$ cat src/opn_pkg.sv
`default_nettype none
package opn_pkg;

   localparam int CW      = 32;           // coordinate width
   localparam int FB      = 16;           // fraction bits
   localparam int NUM_W   = CW + 2;       // signed numerator
   localparam int DEN_W   = CW + 1;       // signed span
   localparam int NMAG_W  = CW + 1;       // numerator magnitude
   localparam int DMAG_W  = CW;           // span magnitude
   localparam int DV_W    = CW + FB + 2;  // scaled and rounded dividend
   localparam int CMP_W   = DV_W + CW;    // compare width for shifted divisor
   localparam int Q_W     = CW + 1;       // quotient, top two bits flag overflow
   localparam int DIV_STG = CW + 1;       // one quotient bit per stage
   localparam int NSTG    = DIV_STG + 3;  // front end adds three stages

   typedef logic signed [CW-1:0] coord_type;

   localparam coord_type COORD_MAX = {1'b0, {(CW-1){1'b1}}};
   localparam coord_type COORD_MIN = {1'b1, {(CW-1){1'b0}}};
   localparam coord_type COORD_ONE = coord_type'(64'd1 << FB);
   localparam coord_type COORD_NEG_ONE = coord_type'(-(64'sd1 <<< FB));

   typedef enum logic [2:0] {
      CSR_LEFT   = 3'd0,
      CSR_RIGHT  = 3'd1,
      CSR_BOTTOM = 3'd2,
      CSR_TOP    = 3'd3,
      CSR_NEAR   = 3'd4,
      CSR_FAR    = 3'd5
   } csr_index_type;

   typedef struct packed {
      logic [NSTG-1:0] load;
   } lane_ctrl_type;

   typedef struct packed {
      logic [Q_W-1:0] quot;
      logic           neg;
      logic           zero;
      logic           num_neg;
   } lane_res_type;

endpackage
`default_nettype wire

$ cat src/opn_if.sv
`default_nettype none


interface opn_rsp_if;
   logic                valid;
   logic                ready;
   opn_pkg::coord_type  norm_x;
   opn_pkg::coord_type  norm_y;
   opn_pkg::coord_type  norm_z;
   logic [2:0]          span_error;

   modport source (output valid, norm_x, norm_y, norm_z, span_error, input ready);
   modport sink (input valid, norm_x, norm_y, norm_z, span_error, output ready);
endinterface
`default_nettype wire

$ cat src/opn_merge.sv
`default_nettype none
module opn_merge (
   input  wire logic                  clock,
   input  wire logic                  reset,
   input  wire opn_pkg::lane_res_type res_x,
   input  wire opn_pkg::lane_res_type res_y,
   input  wire opn_pkg::lane_res_type res_z,
   input  wire logic                  in_valid,
   output logic                       free,
   opn_rsp_if.source                  rsp_chan
);
   import opn_pkg::*;

   function automatic coord_type sat_value(lane_res_type r);
      logic      big;
      coord_type v;
      big = r.quot[Q_W-1] | r.quot[Q_W-2];
      if (r.zero) begin
         v = r.num_neg ? COORD_MIN : COORD_MAX;
      end else if (r.neg) begin
         v = big ? COORD_MIN : coord_type'(~r.quot[CW-1:0] + 1'b1);
      end else begin
         v = big ? COORD_MAX : coord_type'(r.quot[CW-1:0]);
      end
      return v;
   endfunction

   logic      valid_ff;
   coord_type nx_ff, ny_ff, nz_ff;
   logic [2:0] err_ff;

   assign free = !valid_ff || rsp_chan.ready;

   always_ff @(posedge clock) begin
      if (reset) begin
         valid_ff <= 1'b0;
      end else if (free) begin
         valid_ff <= in_valid;
      end
   end

   always_ff @(posedge clock) begin
      if (free) begin
         nx_ff  <= sat_value(res_x);
         ny_ff  <= sat_value(res_y);
         nz_ff  <= sat_value(res_z);
         err_ff <= {res_z.zero, res_y.zero, res_x.zero};
      end
   end

   assign rsp_chan.valid      = valid_ff;
   assign rsp_chan.norm_x     = nx_ff;
   assign rsp_chan.norm_y     = ny_ff;
   assign rsp_chan.norm_z     = nz_ff;
   assign rsp_chan.span_error = err_ff;

`ifndef NO_ASSERTIONS
   a_err_x: assert property (@(posedge clock) disable iff (reset)
      valid_ff && err_ff[0] |-> nx_ff == COORD_MAX || nx_ff == COORD_MIN)
      else $error("x span error without saturated result");
   a_err_y: assert property (@(posedge clock) disable iff (reset)
      valid_ff && err_ff[1] |-> ny_ff == COORD_MAX || ny_ff == COORD_MIN)
      else $error("y span error without saturated result");
   a_err_z: assert property (@(posedge clock) disable iff (reset)
      valid_ff && err_ff[2] |-> nz_ff == COORD_MAX || nz_ff == COORD_MIN)
      else $error("z span error without saturated result");
`endif

endmodule
`default_nettype wire
$ cat src/flat_wrapper.sv
// flat-port wrapper written by rule: the top's interface ports become plain ports
module opn_merge_flat import opn_pkg::*;
  (clock, reset, res_x, res_y, res_z, in_valid, free, rsp_chan_valid, rsp_chan_norm_x, rsp_chan_norm_y, rsp_chan_norm_z, rsp_chan_span_error, rsp_chan_ready);
  opn_rsp_if rsp_chan_i ();
  input  wire logic clock;
  input  wire logic reset;
  input  wire opn_pkg::lane_res_type res_x;
  input  wire opn_pkg::lane_res_type res_y;
  input  wire opn_pkg::lane_res_type res_z;
  input  wire logic in_valid;
  output logic free;
  output wire logic [$bits(rsp_chan_i.valid)-1:0] rsp_chan_valid;
  output wire logic [$bits(rsp_chan_i.norm_x)-1:0] rsp_chan_norm_x;
  output wire logic [$bits(rsp_chan_i.norm_y)-1:0] rsp_chan_norm_y;
  output wire logic [$bits(rsp_chan_i.norm_z)-1:0] rsp_chan_norm_z;
  output wire logic [$bits(rsp_chan_i.span_error)-1:0] rsp_chan_span_error;
  input wire logic [$bits(rsp_chan_i.ready)-1:0] rsp_chan_ready;
  assign rsp_chan_valid = rsp_chan_i.valid;
  assign rsp_chan_norm_x = rsp_chan_i.norm_x;
  assign rsp_chan_norm_y = rsp_chan_i.norm_y;
  assign rsp_chan_norm_z = rsp_chan_i.norm_z;
  assign rsp_chan_span_error = rsp_chan_i.span_error;
  assign rsp_chan_i.ready = rsp_chan_ready;
  opn_merge u_core (.clock(clock), .reset(reset), .res_x(res_x), .res_y(res_y), .res_z(res_z), .in_valid(in_valid), .free(free), .rsp_chan(rsp_chan_i));
endmodule
$ cat config.mk
export PLATFORM = sky130hd
export DESIGN_NAME = opn_merge_flat
export DESIGN_NICKNAME = d
export VERILOG_FILES = /design/src/opn_pkg.sv /design/src/opn_if.sv /design/src/opn_merge.sv /design/src/flat_wrapper.sv
export SDC_FILE = /design/constraint.sdc
export NUM_CORES = 1
export LEC_CHECK = 0
export BUFFER_PORTS_ARGS = -buffer_cell sky130_fd_sc_hd__buf_2
export CAP_MARGIN = 25
export CORE_ASPECT_RATIO = 0.7
export CORE_MARGIN = 2
export CORE_UTILIZATION = 30
export DETAILED_ROUTE_END_ITERATION = 12
export PLACE_DENSITY = 0.54
export SLEW_MARGIN = 10
export SYNTH_ARGS = -nofsm -noshare
export SYNTH_HDL_FRONTEND = slang
export SYNTH_SLANG_ARGS = --single-unit
$ cat constraint.sdc
create_clock -name clock -period 7 [get_ports clock]
set_input_delay 1.75 -clock clock [delete_from_list [all_inputs] [get_ports clock]]
set_output_delay 1.75 -clock clock [all_outputs]
set_load 0.01 [all_outputs]
Yosys cells after proc, flatten, opt, wreduce, memory -nomap -nowiden
Cells that the tools add are included.
{"block": "word_totals", "regBits": 100, "inputBits": 112, "out_inout_bits": 101, "wordCells": 31}
{"block": "op_classes", "add_sub_neg": 3, "muxes": 15, "bitwise": 6, "reduce_logical": 2}
{"op": "$mux 32", "n": 15}
{"op": "$add 32x1->32 const B", "n": 3}
{"op": "$not 32->32", "n": 3}
{"op": "$or 1x1->1", "n": 3}
{"op": "$logic_not 1->1", "n": 1}
{"op": "$logic_or 1x1->1", "n": 1}

Depth between registers and ports, before layout
{"block": "logic_depth", "ltp_word": 5, "depth_mapped": 8, "depth_no_buf": 7}

Least setup slack after synthesis
OpenSTA, ideal clock, no wires.
{"block": "synth_path", "kind": "input-to-output", "from": "input rsp_chan_ready", "to": "output free", "t_arrival_ps": 4240, "t_required_ps": 5250, "slack_ps": 1010, "cell_stages": 1, "n_path_buf": 0, "cell_sequence": "nand2b_1"}
{"block": "synth_between", "elab_chain_cells": 1}
{"element": "from (decl)", "line_no": "flat_wrapper.sv:17", "source": "input wire logic [$bits(rsp_chan_i.ready)-1:0] rsp_chan_ready;"}
{"element": "$logic_or 1x1->1", "line_no": "opn_merge.sv:32", "source": "assign free = !valid_ff || rsp_chan.ready;"}
{"element": "to (decl)", "line_no": "flat_wrapper.sv:11", "source": "output logic free;"}
Every way passes these cells.

Worst setup path after layout
Ends and elaborated chain as after synthesis.

==> reports/results.ini <==
[status]
run_status = completed

[detailed_routing]
drt-total-wl_um = 20600
post_drt_wl_per_cell_um = 17.3
drc_errors = 0
drt_first_pass_iters = 5
vias = 6380
drt-initial-drc-count = 598
route.detailed.vias_per_inst = 5.37
ant_nets = 0

[floorplanning]
die_extent_in_y_um = 128
core_area_mm2 = 0.0216
boundaryPins = 213
die_area_mm2 = 0.0232
row_count = 45
dieWidth_um = 181
initial_utilization = 0.305

[hold_path]
whs_endpoint = u_core.rsp_chan.valid
hold_start = u_core.rsp_chan.valid
timing.hold.worst_path_depth = 2
min_path_type = reg -> reg

[place]
detailedPlace.worstSlack_ns = 2.56
hpwl_um = 14600
port_buffers = 212
placedInstanceArea_mm2 = 0.00782
gp_congestion = 0.834

[logic_synthesis]
synth.cells.most_frequent = sky130_fd_sc_hd__nor2_1 (155), sky130_fd_sc_hd__edfxtp_1 (99), sky130_fd_sc_hd__o21ai_0 (79), sky130_fd_sc_hd__clkbuf_1 (42), sky130_fd_sc_hd__xnor2_1 (41)
post_synth_inst_count = 727
synth_cell_type_count = 55
synth.area.top_cells = sky130_fd_sc_hd__edfxtp_1 (45%), sky130_fd_sc_hd__nor2_1 (8.8%), sky130_fd_sc_hd__o21ai_0 (6.0%)
syn_avg_cell_area_um2 = 9.06
postSynth.topFlopCell = sky130_fd_sc_hd__edfxtp_1
share_of_synthesized_flip_flops_with_an_asynchronous_set_or_reset = 0
synth_enable_flop_cells = 99
postSynthNetCount = 842
synthDominantCellAreaShare = 0.451
ys_warn_count = 0
post-synth-top-count-cell = sky130_fd_sc_hd__nor2_1
synth-seq-area-share = 0.454
flip_flop_and_latch_count_after_synthesis = 100
mappedNetlistArea_mm2 = 0.00659
synthDominantAreaCellType = sky130_fd_sc_hd__edfxtp_1

[setup_path]
critPathLaunchType = input port
timing.critical_path.fanout_max = 47
critPathRequiredTime_ns = 5.25
worst-endpoint-arrival_ns = 2.63
timing.rr.start = u_core.rsp_chan.valid
critPathKind = in -> out
timing.reg2reg.worst_path_depth = 2
setup.reg_to_reg.worst_slack_ns = 5.03
regToRegEndpoint = u_core.rsp_chan.norm_z[21]
endpoint_kind = primary output

[power_and_ir_drop]
power.ir.vdd_worst_mv = 0.0991
total_power_per_unit_cell_area_mw_per_mm2 = 199
static_power_due_to_leakage_uw = 0.00306

[finish]
fin_nets = 1016
antenna-diode-count = 0
area_growth_syn_to_layout_pct = 23.4
final_layout_size_suffix_gt1_frac = 0.273
total_non_filler_cell_area_in_the_finished_layout_mm2 = 0.00814

[timing]
maxClockFrequency_mhz = 228
worst_slew_pin_slew_ns = 0.799
final.setup_skew_ns = 0.00865
totalNegativeSetupSlack_ns = 0
min_period_ns = 4.38
hold_violation_total_from_the_final_report = 0
relSlewSlack = 0.461
fin_ws_ns = 2.62
final-max-slew-violation-count = 0
finalSetupViolCount = 0
rsz_0062_raised_after_global_routing = no
final_min_period_over_clock_period = 0.625

[global_route]
grt-ovfl-total = 0
track_usage = 0.171
number_of_global_route_vias_before_repair = 5653
largest_net_degree_at_the_start_of_global_routing = 56
grt_antenna_before_repair = 0
grt_first_pass_wirelength_um = 31700

[clocking]
cts_inserted_buffers = 9
cts_tree = done
ctsLongestPathBuffers = 2
cts_repair_resize_count = 0
worst_skew_late_latency_ns = 0.34
path_clk_slew_ns = 0.07
cts_setup_buffers = 0
clock_tree_root_buffer_cell = sky130_fd_sc_hd__clkbuf_16
clock_sink_count = 100
cts_htree_levels = 3
cts_hold_repair.buffers = 0

[flow_run]
timing.max_cap.violations = 0

## worst max path at each step
stage,start,endpoint,slack [ns]
2_1_floorplan,rsp_chan_ready,free,1.01
4_1_cts,rsp_chan_ready,free,2.56
3_3_place_gp,rsp_chan_ready,free,2.55
5_1_grt,rsp_chan_ready,free,2.51
6_report,rsp_chan_ready,free,2.62
3_5_place_dp,res_z[3],u_core.rsp_chan.norm_z[30],2.56
## worst max-delay path, cell delays in order
cell                       delay, ns
sky130_fd_sc_hd__buf_2          0.08
sky130_fd_sc_hd__nand2b_4       0.53
sky130_fd_sc_hd__buf_2          0.27
## metal layers
layer	routed length [um]	vias to the layer above	part of all wire	global-route usage
met5	0	-	0	0
met4	284	0	0.014	0.0430
met3	1540	21	0.075	0.0429
met2	8390	255	0.41	0.238
met1	10400	3020	0.50	0.262
li1	-	3084	-	-
## cell type report
type	count	area, um^2
timing repair buffer	214	1080
multi-input combinational	563	3350
clock inverter	6	88.8
fill	2254	13500
tap	282	353
sequential	100	2990
inverter	13	48.8
clock buffer	10	229
## through the flow
stage               std cells  hold WS [ns]  utilization  power, uW
finish                   1188          1.03        0.376       1620
global route             1188          1.13        0.376       1690
CTS                      1188          1.09        0.376       1640
detailed placement       1172          1.07        0.362       1090
global placement         1172          1.04        0.362       1090
floorplan                 727          1.82            -        936
## logic make-up after synthesis
logic type / synth area share
muxes: 0.0152
xor gates and xnor gates: 0.0598
adders and majority gates: 0.00570
buffers and inverters: 0.0391
AOI/OAI and AO/OA: 0.194
DFF: 0.454
and+or+nand+nor: 0.232
## placed cells by master, fill, tap and decap left out, types with 4 or more instances in the layout
cell / n
sky130_fd_sc_hd__nor4_1: 10
sky130_fd_sc_hd__nand3_1: 13
sky130_fd_sc_hd__or2_2: 7
sky130_fd_sc_hd__clkbuf_16: 9
sky130_fd_sc_hd__o31a_1: 13
sky130_fd_sc_hd__o31ai_1: 14
sky130_fd_sc_hd__o21a_1: 4
sky130_fd_sc_hd__inv_1: 12
sky130_fd_sc_hd__nor2_1: 155
sky130_fd_sc_hd__a21oi_1: 27
sky130_fd_sc_hd__nand2b_1: 6
sky130_fd_sc_hd__a31oi_1: 7
sky130_fd_sc_hd__nand2_1: 21
sky130_fd_sc_hd__o21ai_0: 79
sky130_fd_sc_hd__nor4b_1: 4
sky130_fd_sc_hd__edfxtp_1: 99
sky130_fd_sc_hd__o41ai_1: 22
sky130_fd_sc_hd__o311ai_0: 4
sky130_fd_sc_hd__or4_1: 17
sky130_fd_sc_hd__buf_2: 212
sky130_fd_sc_hd__or3_1: 19
sky130_fd_sc_hd__mux2i_1: 10
sky130_fd_sc_hd__nand4_1: 10
sky130_fd_sc_hd__xor2_1: 4
sky130_fd_sc_hd__or4_4: 4
sky130_fd_sc_hd__nor3_1: 31
sky130_fd_sc_hd__xnor2_1: 41
## registers in the layout, indices dropped and copies added, names as in the netlist
| register | count |
|---|---|
| u_core.rsp_chan.span_error | 3 |
| u_core.rsp_chan.norm_z | 32 |
| u_core.rsp_chan.valid | 1 |
| u_core.rsp_chan.norm_y | 32 |
| u_core.rsp_chan.norm_x | 32 |
## power breakdown
part | switching (uW) | total (uW) | internal, uW
logic | 203 | 327 | 124
clock network | 233 | 547 | 314
registers | 16.9 | 746 | 729
No activity file was read; power rests on OpenSTA's default activity.
